$ cat config.mk
export PLATFORM = sky130hd
export DESIGN_NAME = stack_queue_engine
export DESIGN_NICKNAME = d
export VERILOG_FILES = /design/src/sqe_pkg.sv /design/src/sqe_ctrl.sv /design/src/sqe_datapath.sv /design/src/stack_queue_engine.sv
export SDC_FILE = /design/constraint.sdc
export NUM_CORES = 2
export LEC_CHECK = 0
export BUFFER_PORTS_ARGS = -buffer_cell sky130_fd_sc_hd__buf_2
export CORE_MARGIN = 3
export CORE_UTILIZATION = 38
export DETAILED_ROUTE_END_ITERATION = 16
export SLEW_MARGIN = 20
export SYNTH_ARGS = -nofsm -noshare
export SYNTH_HDL_FRONTEND = slang
export SYNTH_SLANG_ARGS = --single-unit
$ cat constraint.sdc
create_clock -name clk -period 3.7 [get_ports clk]
set_clock_uncertainty 0.15 [all_clocks]
set_input_delay 0.74 -clock clk [delete_from_list [all_inputs] [get_ports clk]]
set_output_delay 0.74 -clock clk [all_outputs]
set_load 0.005 [all_outputs]
$ cat src/sqe_pkg.sv
// ============================================================================
// sqe_pkg: shared types and constants for the stack/queue engine
// Command and status codes, payload structs, controller/datapath signal
// groups and circular buffer index helpers.
// ============================================================================
package sqe_pkg;

    // Store geometry
    localparam int DEPTH  = 64;
    localparam int ADDR_W = (DEPTH > 1) ? $clog2(DEPTH) : 1;
    localparam int CNT_W  = $clog2(DEPTH + 1);

    // Command codes
    localparam logic [1:0] CMD_PUSH = 2'd0;
    localparam logic [1:0] CMD_DUMP = 2'd1;
    localparam logic [1:0] CMD_PEEK = 2'd2;
    localparam logic [1:0] CMD_POP  = 2'd3;

    // Result status codes
    localparam logic [1:0] STAT_OK    = 2'd0;
    localparam logic [1:0] STAT_EMPTY = 2'd1;
    localparam logic [1:0] STAT_FULL  = 2'd2;

    typedef struct packed {
        logic [1:0]         cmd;
        logic signed [31:0] value;
    } sqe_in_t;

    typedef struct packed {
        logic signed [31:0] value_res;
        logic               has_value;
        logic [1:0]         status;
        logic               last;
    } sqe_out_t;

    // Controller to datapath commands
    typedef struct packed {
        logic       push;        // store the input value
        logic       pop;         // drop the front entry
        logic       ld_result;   // load a result with no entry value
        logic [1:0] res_status;  // status for ld_result
        logic       rd_first;    // read the front entry
        logic       rd_next;     // read the entry after the current one
        logic       ld_entry;    // load a result carrying the read entry
        logic       entry_last;  // last flag for ld_entry
    } sqe_cmd_t;

    // Datapath to controller status
    typedef struct packed {
        logic empty;
        logic full;
        logic more;      // another entry follows the one just read
        logic out_free;  // output register can take a result this cycle
    } sqe_stat_t;

    // Add two buffer positions with wrap
    function automatic logic [ADDR_W-1:0] wrap_add(input logic [ADDR_W-1:0] a,
                                                   input logic [ADDR_W-1:0] b);
        logic [ADDR_W:0] sum;
        sum = {1'b0, a} + {1'b0, b};
        if (sum >= (ADDR_W + 1)'(DEPTH))
        begin
            sum = sum - (ADDR_W + 1)'(DEPTH);
        end
        return sum[ADDR_W-1:0];
    endfunction

    // Step a buffer position forward with wrap
    function automatic logic [ADDR_W-1:0] wrap_inc(input logic [ADDR_W-1:0] a);
        logic [ADDR_W-1:0] r;
        if (a == ADDR_W'(DEPTH - 1))
        begin
            r = '0;
        end
        else
        begin
            r = a + ADDR_W'(1);
        end
        return r;
    endfunction

    // Step a buffer position backward with wrap
    function automatic logic [ADDR_W-1:0] wrap_dec(input logic [ADDR_W-1:0] a);
        logic [ADDR_W-1:0] r;
        if (a == '0)
        begin
            r = ADDR_W'(DEPTH - 1);
        end
        else
        begin
            r = a - ADDR_W'(1);
        end
        return r;
    endfunction

endpackage

$ cat src/sqe_ctrl.sv
// ============================================================================
// sqe_ctrl: command sequencer for the stack/queue engine
// Decodes accepted commands, walks dump reads one entry at a time and
// drives the datapath through a command group.
// ============================================================================
module sqe_ctrl (
    input  logic              clk,
    input  logic              rst_n,
    input  logic              in_valid,
    input  logic [1:0]        in_cmd,
    output logic              in_ready,
    input  sqe_pkg::sqe_stat_t stat,
    output sqe_pkg::sqe_cmd_t  cmd
);

    localparam logic S_IDLE = 1'b0;
    localparam logic S_LOAD = 1'b1;

    logic state_reg;
    logic state_next;
    logic dump_reg;
    logic dump_next;
    logic accept;

    // Take a new command only when idle and the output register has room
    assign in_ready = (state_reg == S_IDLE) && stat.out_free;
    assign accept   = in_valid && in_ready;

    // Decode and sequence
    always_comb
    begin
        cmd        = '0;
        state_next = state_reg;
        dump_next  = dump_reg;
        case (state_reg)
            S_IDLE:
            begin
                if (accept)
                begin
                    case (in_cmd)
                        sqe_pkg::CMD_PUSH:
                        begin
                            cmd.ld_result = 1'b1;
                            if (stat.full)
                            begin
                                cmd.res_status = sqe_pkg::STAT_FULL;
                            end
                            else
                            begin
                                cmd.push       = 1'b1;
                                cmd.res_status = sqe_pkg::STAT_OK;
                            end
                        end
                        sqe_pkg::CMD_POP:
                        begin
                            cmd.ld_result = 1'b1;
                            if (stat.empty)
                            begin
                                cmd.res_status = sqe_pkg::STAT_EMPTY;
                            end
                            else
                            begin
                                cmd.pop        = 1'b1;
                                cmd.res_status = sqe_pkg::STAT_OK;
                            end
                        end
                        sqe_pkg::CMD_PEEK:
                        begin
                            if (stat.empty)
                            begin
                                cmd.ld_result  = 1'b1;
                                cmd.res_status = sqe_pkg::STAT_EMPTY;
                            end
                            else
                            begin
                                cmd.rd_first = 1'b1;
                                dump_next    = 1'b0;
                                state_next   = S_LOAD;
                            end
                        end
                        default:
                        begin
                            // Dump: an empty store gives no results
                            if (!stat.empty)
                            begin
                                cmd.rd_first = 1'b1;
                                dump_next    = 1'b1;
                                state_next   = S_LOAD;
                            end
                        end
                    endcase
                end
            end
            S_LOAD:
            begin
                if (stat.out_free)
                begin
                    cmd.ld_entry   = 1'b1;
                    cmd.entry_last = !dump_reg || !stat.more;
                    if (dump_reg && stat.more)
                    begin
                        cmd.rd_next = 1'b1;
                    end
                    else
                    begin
                        state_next = S_IDLE;
                    end
                end
            end
            default:
            begin
                state_next = S_IDLE;
            end
        endcase
    end

    // Hold state
    always_ff @(posedge clk or negedge rst_n)
    begin
        if (!rst_n)
        begin
            state_reg <= S_IDLE;
            dump_reg  <= 1'b0;
        end
        else
        begin
            state_reg <= state_next;
            dump_reg  <= dump_next;
        end
    end

endmodule

$ cat src/sqe_datapath.sv
// ============================================================================
// sqe_datapath: storage and pointers for the stack/queue engine
// Circular entry memory with front pointer and count, read register,
// dump walk index, mode register and the output register.
// ============================================================================
module sqe_datapath (
    input  logic               clk,
    input  logic               rst_n,
    input  logic               cfg_wr_en,
    input  logic               cfg_wr_data,
    input  logic signed [31:0] in_value,
    input  sqe_pkg::sqe_cmd_t  cmd,
    output sqe_pkg::sqe_stat_t stat,
    output logic               out_valid,
    input  logic               out_ready,
    output sqe_pkg::sqe_out_t  out_data
);

    logic [31:0]                    mem [sqe_pkg::DEPTH];
    logic [31:0]                    rd_data_reg;
    logic [sqe_pkg::ADDR_W-1:0]     front_reg;
    logic [sqe_pkg::ADDR_W-1:0]     front_next;
    logic [sqe_pkg::CNT_W-1:0]      count_reg;
    logic [sqe_pkg::CNT_W-1:0]      count_next;
    logic [sqe_pkg::ADDR_W-1:0]     idx_reg;
    logic                           mode_reg;
    logic                           out_valid_reg;
    sqe_pkg::sqe_out_t              out_reg;
    logic [sqe_pkg::ADDR_W-1:0]     wr_addr;
    logic [sqe_pkg::ADDR_W-1:0]     rd_addr;
    logic                           rd_en;

    // Status toward the controller
    assign stat.empty    = (count_reg == '0);
    assign stat.full     = (count_reg == sqe_pkg::CNT_W'(sqe_pkg::DEPTH));
    assign stat.more     = (sqe_pkg::CNT_W'(idx_reg) + sqe_pkg::CNT_W'(1)) < count_reg;
    assign stat.out_free = !out_valid_reg || out_ready;

    // Stack pushes in front of the front entry, queue pushes behind the back one
    assign wr_addr = mode_reg
                   ? sqe_pkg::wrap_add(front_reg, count_reg[sqe_pkg::ADDR_W-1:0])
                   : sqe_pkg::wrap_dec(front_reg);

    // Read the front entry first, then step through the store
    assign rd_en   = cmd.rd_first || cmd.rd_next;
    assign rd_addr = cmd.rd_first ? front_reg
                   : sqe_pkg::wrap_add(front_reg, sqe_pkg::wrap_inc(idx_reg));

    // Advance pointers
    always_comb
    begin
        front_next = front_reg;
        count_next = count_reg;
        if (cmd.push)
        begin
            count_next = count_reg + sqe_pkg::CNT_W'(1);
            if (!mode_reg)
            begin
                front_next = sqe_pkg::wrap_dec(front_reg);
            end
        end
        else if (cmd.pop)
        begin
            count_next = count_reg - sqe_pkg::CNT_W'(1);
            front_next = sqe_pkg::wrap_inc(front_reg);
        end
    end

    // Entry memory with registered read
    always_ff @(posedge clk)
    begin
        if (cmd.push)
        begin
            mem[wr_addr] <= in_value;
        end
        if (rd_en)
        begin
            rd_data_reg <= mem[rd_addr];
        end
    end

    // Hold control state
    always_ff @(posedge clk or negedge rst_n)
    begin
        if (!rst_n)
        begin
            front_reg     <= '0;
            count_reg     <= '0;
            idx_reg       <= '0;
            mode_reg      <= 1'b0;
            out_valid_reg <= 1'b0;
        end
        else
        begin
            front_reg <= front_next;
            count_reg <= count_next;
            if (cmd.rd_first)
            begin
                idx_reg <= '0;
            end
            else if (cmd.rd_next)
            begin
                idx_reg <= idx_reg + sqe_pkg::ADDR_W'(1);
            end
            if (cfg_wr_en)
            begin
                mode_reg <= cfg_wr_data;
            end
            if (cmd.ld_result || cmd.ld_entry)
            begin
                out_valid_reg <= 1'b1;
            end
            else if (out_ready)
            begin
                out_valid_reg <= 1'b0;
            end
        end
    end

    // Load the output register
    always_ff @(posedge clk)
    begin
        if (cmd.ld_result)
        begin
            out_reg.value_res <= '0;
            out_reg.has_value <= 1'b0;
            out_reg.status    <= cmd.res_status;
            out_reg.last      <= 1'b1;
        end
        else if (cmd.ld_entry)
        begin
            out_reg.value_res <= rd_data_reg;
            out_reg.has_value <= 1'b1;
            out_reg.status    <= sqe_pkg::STAT_OK;
            out_reg.last      <= cmd.entry_last;
        end
    end

    assign out_valid = out_valid_reg;
    assign out_data  = out_reg;

endmodule

$ cat src/stack_queue_engine.sv
// ============================================================================
// stack_queue_engine: bounded stack/queue of signed 32-bit values
// Top level joining the command sequencer and the storage datapath.
// ============================================================================
// Push, pop and error results are registered and ready in the cycle after the
// command transfer, and a new command is taken in the cycle its result leaves
// the output register. Peek reads the front entry with a registered memory
// read, then loads it into the output register. Dump reads the front entry
// first, then steps through the store while the output side keeps taking
// results, since the single read port of the entry memory delivers one entry
// a cycle; no new command is taken until the last entry has moved into the
// output register. A dump of an empty store gives no results. The push order
// (stack or queue) may change between commands; stored entries stay in place.
module stack_queue_engine (
    input  logic              clk,
    input  logic              rst_n,
    input  logic              cfg_wr_en,
    input  logic              cfg_wr_data,
    input  logic              in_valid,
    output logic              in_ready,
    input  sqe_pkg::sqe_in_t  in_data,
    output logic              out_valid,
    input  logic              out_ready,
    output sqe_pkg::sqe_out_t out_data
);

    sqe_pkg::sqe_cmd_t  cmd;
    sqe_pkg::sqe_stat_t stat;
    logic               in_xfer;

    assign in_xfer = in_valid && in_ready;

    sqe_ctrl u_ctrl (
        .clk      (clk),
        .rst_n    (rst_n),
        .in_valid (in_valid),
        .in_cmd   (in_data.cmd),
        .in_ready (in_ready),
        .stat     (stat),
        .cmd      (cmd)
    );

    sqe_datapath u_datapath (
        .clk         (clk),
        .rst_n       (rst_n),
        .cfg_wr_en   (cfg_wr_en),
        .cfg_wr_data (cfg_wr_data),
        .in_value    (in_data.value),
        .cmd         (cmd),
        .stat        (stat),
        .out_valid   (out_valid),
        .out_ready   (out_ready),
        .out_data    (out_data)
    );

    // A non-empty peek holds off the next command while the read completes
    a_peek_busy: assert property (@(posedge clk) disable iff (!rst_n)
        in_xfer && (in_data.cmd == sqe_pkg::CMD_PEEK) && !stat.empty |=> !in_ready)
        else $error("input taken during peek read");

    // Push and pop give one final result with no entry value
    a_single_result: assert property (@(posedge clk) disable iff (!rst_n)
        in_xfer && ((in_data.cmd == sqe_pkg::CMD_PUSH) || (in_data.cmd == sqe_pkg::CMD_POP))
        |=> out_valid && out_data.last && !out_data.has_value)
        else $error("push/pop result malformed");

    // A push into a full store reports it
    a_full_push: assert property (@(posedge clk) disable iff (!rst_n)
        in_xfer && (in_data.cmd == sqe_pkg::CMD_PUSH) && stat.full
        |=> out_data.status == sqe_pkg::STAT_FULL)
        else $error("full push not reported");

    // Entry results always carry ok status
    a_entry_ok: assert property (@(posedge clk) disable iff (!rst_n)
        out_valid && out_data.has_value |-> out_data.status == sqe_pkg::STAT_OK)
        else $error("entry result with error status");

endmodule
==> impl_results.md <==
- Status: finished with violations
- Failing checks: negative setup slack
- Die Wd: 477 µm
- DP Area: 0.0955 mm²
- Final net count: 6,987
- CTS buffer count: 208
- Post-route cell area: 0.105 mm²
- TritonCTS clock tree: yes
- Sink of the worst hold path: u_datapath.mem[46][17]
- Highest clock rate: 265 MHz
- Synthesis Warnings: 0
- Slowest cell on the critical path: dfrtp_1
- Hold Fails Final Rpt: 0
- Crit Reg-Reg Endpoint: u_datapath.rd_data_reg[14]
- Area added between synthesis and finish: 24.9%
- DR vias: 57,053
- Final ANT Viol Nets: 0
- I/O pin count: 78
- RSZ-0062 raised after global routing: true
- Mapped Nets: 6,241
- Worst Reg2Reg Path Length in Cells: 19
- Largest fanout on the critical path: 11
- Max-cap violations: 0
- CP arrival: 4230 ps
- DRC Markers: 0
- Initial core utilization: 0.383
- CP Class: register to register
- Kind of capture point of the worst setup path: register
- Largest net degree at the start of global routing: 66
- Final setup viols: 15
- Gate count of the mapped netlist: 6,168
- Post-synth EDFFs: 2,082
- Area fraction of the dominant cell type after synthesis: 0.740
- Worst setup margin: -69.2 ps
- Vias in the first global route: 54,388
- Setup crit start kind: register
- CTS clk-pin slew, worst paths: 60 ps
- Crit path required time: 4160 ps
- DR iter-0 viols: 7,695
- Pin slew with the least headroom to its limit: 1160 ps
- Main area contributors after synthesis: edfxtp_1 74%, nand2_1 7.2%, nand3_1 3.5%
- Yosys top cell by area: edfxtp_1
- Tcrit/Tclk final: 1.02
- Clk sinks: 2,139
- Setup TNS: -419 ps
- Cells after DPL: 9,540
- Reg2reg setup slack: -70 ps
- CTS Buffer Depth: 3
- Crit-path cells: ha_4 > nand2_4 > o21ai_4 > inv_1 > ha_4 > a211oi_4 > buf_4 > o21bai_1 > o211a_1 > a21oi_4 > buf_12 > nor2_4 > buf_12 > buf_12 > buf_4 > a32oi_2 > nand3_1 > buf_4 > and4_1
- First-pass GRT wire length: 389,000 µm
- Top_reg_cell synth: edfxtp_1
- Rows: 172
- Yosys reg bits: 2,139
- DP HPWL: 169,000 µm
- Tmin final: 3770 ps
- Drt pass-1 iters: 6
- Reg2reg start: u_datapath.idx_reg[0]
- Final Max Slew Viols: 0
- Worst slew margin: 0.228
- Most numerous cell in the Yosys netlist: edfxtp_1
- H-tree levels: 4
- Syn_area_per_cell: 13.7 µm²
- Core area: 0.220 mm²
- Max reg flops: 2,048
- Sequential cell area fraction in the yosys report: 0.755
- Post-synth cell types: 69
- Fill cell count: 18,825
- WL/cell: 27.4 µm
- Gr usage total: 0.234
- Clock root buffer master: clkbuf_16
- Share of cells above drive strength 1: 0.213
- Worst-skew pair later-pin latency: 860 ps
- Non-Filler Instances: 10,058
- Async SR Flop Fraction: 0.0108
- Routed WL: 276,000 µm
- Hold_ws: 225 ps
- Hold Path Class: input pin to register
- RePlAce Congestion: 0.869
- WP buf/inv: 7
- Hold_sp: in_data[17]
- Critical path's top delay family: compound AO/OA/AOI/OAI gates
- Buffers on Ports: 77
- Grt total ovfl: 0
- Initial antenna violation count: 37
- Worst hold path depth: 1
- Synth Cell Area: 0.0845 mm²
- Critical path's largest stage delay: 410 ps
- Die span in y: 477 µm
- Vias per cell: 5.67
- Most frequent cells after synthesis: 2,082 x edfxtp_1, 1,622 x nand2_1, 583 x nand3_1, 363 x a21oi_1, 214 x a22oi_1
- Die Footprint: 0.228 mm²
layout by cell type, fill, tap and decap left out, drive strengths merged, types with 92 or more instances in the layout:
master     n
edfxtp  2082
nand2   1622
buf      911
nand3    583
a21oi    364
clkbuf   269
a22oi    214
mux2i    190
nand4    126
a31oi    112
nor2     106
clkinv    92
cell families after synthesis:
| logic type | Yosys count | synth area share |
|---|---|---|
| AND/OR/NAND/NOR | 2497 | 0.126 |
| multiplexers | 203 | 0.0244 |
| adder cells (fa/ha/maj) | 33 | 0.00516 |
| AO/OA/AOI/OAI | 850 | 0.0644 |
| XOR/XNOR | 24 | 0.00249 |
| flip-flops | 2139 | 0.755 |
| buffers and inverters | 422 | 0.0222 |
what timing repair did:
| item | CTS | global route |
|---|---|---|
| endpoints found under the setup margin | 32 | 47 |
| pin swaps | 58 | 96 |
| gates resized for setup | 208 | 126 |
| endpoints found under the hold margin | 24 | 0 |
| hold buffers | 3 | 0 |
| cloned | 7 | 9 |
| buffers inserted | 45 | 62 |
routing by layer:
metal | track usage | routed length, µm
met4 | 0.0802 | 10300
met5 | 0 | 102
met3 | 0.0486 | 28200
met2 | 0.376 | 129000
met1 | 0.316 | 109000
final cells by class:
cell class | count | area [µm²] | area share
Clock inverter | 126 | 1250 | 0.0118
Antenna cell | 10 | 25.0 | 0.000237
Clock buffer | 260 | 5510 | 0.0522
Tap cell | 2958 | 3700 | 0.0351
Sequential cell | 2139 | 63800 | 0.605
Timing Repair Buffer | 929 | 10300 | 0.0981
Multi-Input combinational cell | 3607 | 20800 | 0.197
Inverter | 29 | 109 | 0.00103
worst max path at each step:
stage,cells after the start,to,startpoint
floorplan,10,u_datapath.mem[55][0],out_ready
global placement,16,u_datapath.rd_data_reg[23],in_data[32]
detailed placement,16,u_datapath.rd_data_reg[23],in_data[32]
CTS,15,u_datapath.rd_data_reg[18],u_datapath.idx_reg[0]
global route,16,u_datapath.rd_data_reg[14],u_datapath.idx_reg[0]
finish,19,u_datapath.rd_data_reg[14],u_datapath.idx_reg[0]
stage by stage:
stage	worst slack, ps	util
2_1_floorplan	-491	-
3_3_place_gp	-881	0.433
3_5_place_dp	-806	0.433
4_1_cts	-72.4	0.473
5_1_grt	-149	0.479
6_report	-69.2	0.479
worst register-to-register path: cells and delay by family (launching register included):
family | cells | cell delay [ps]
compound gates | 6 | 1070
buf+inv | 7 | 1090
flops | 1 | 410
fa+ha+maj | 2 | 420
simple gates | 4 | 400
Power is not shown: default switching activity piles up to over one toggle a cycle in this logic, so the estimate is an artifact.
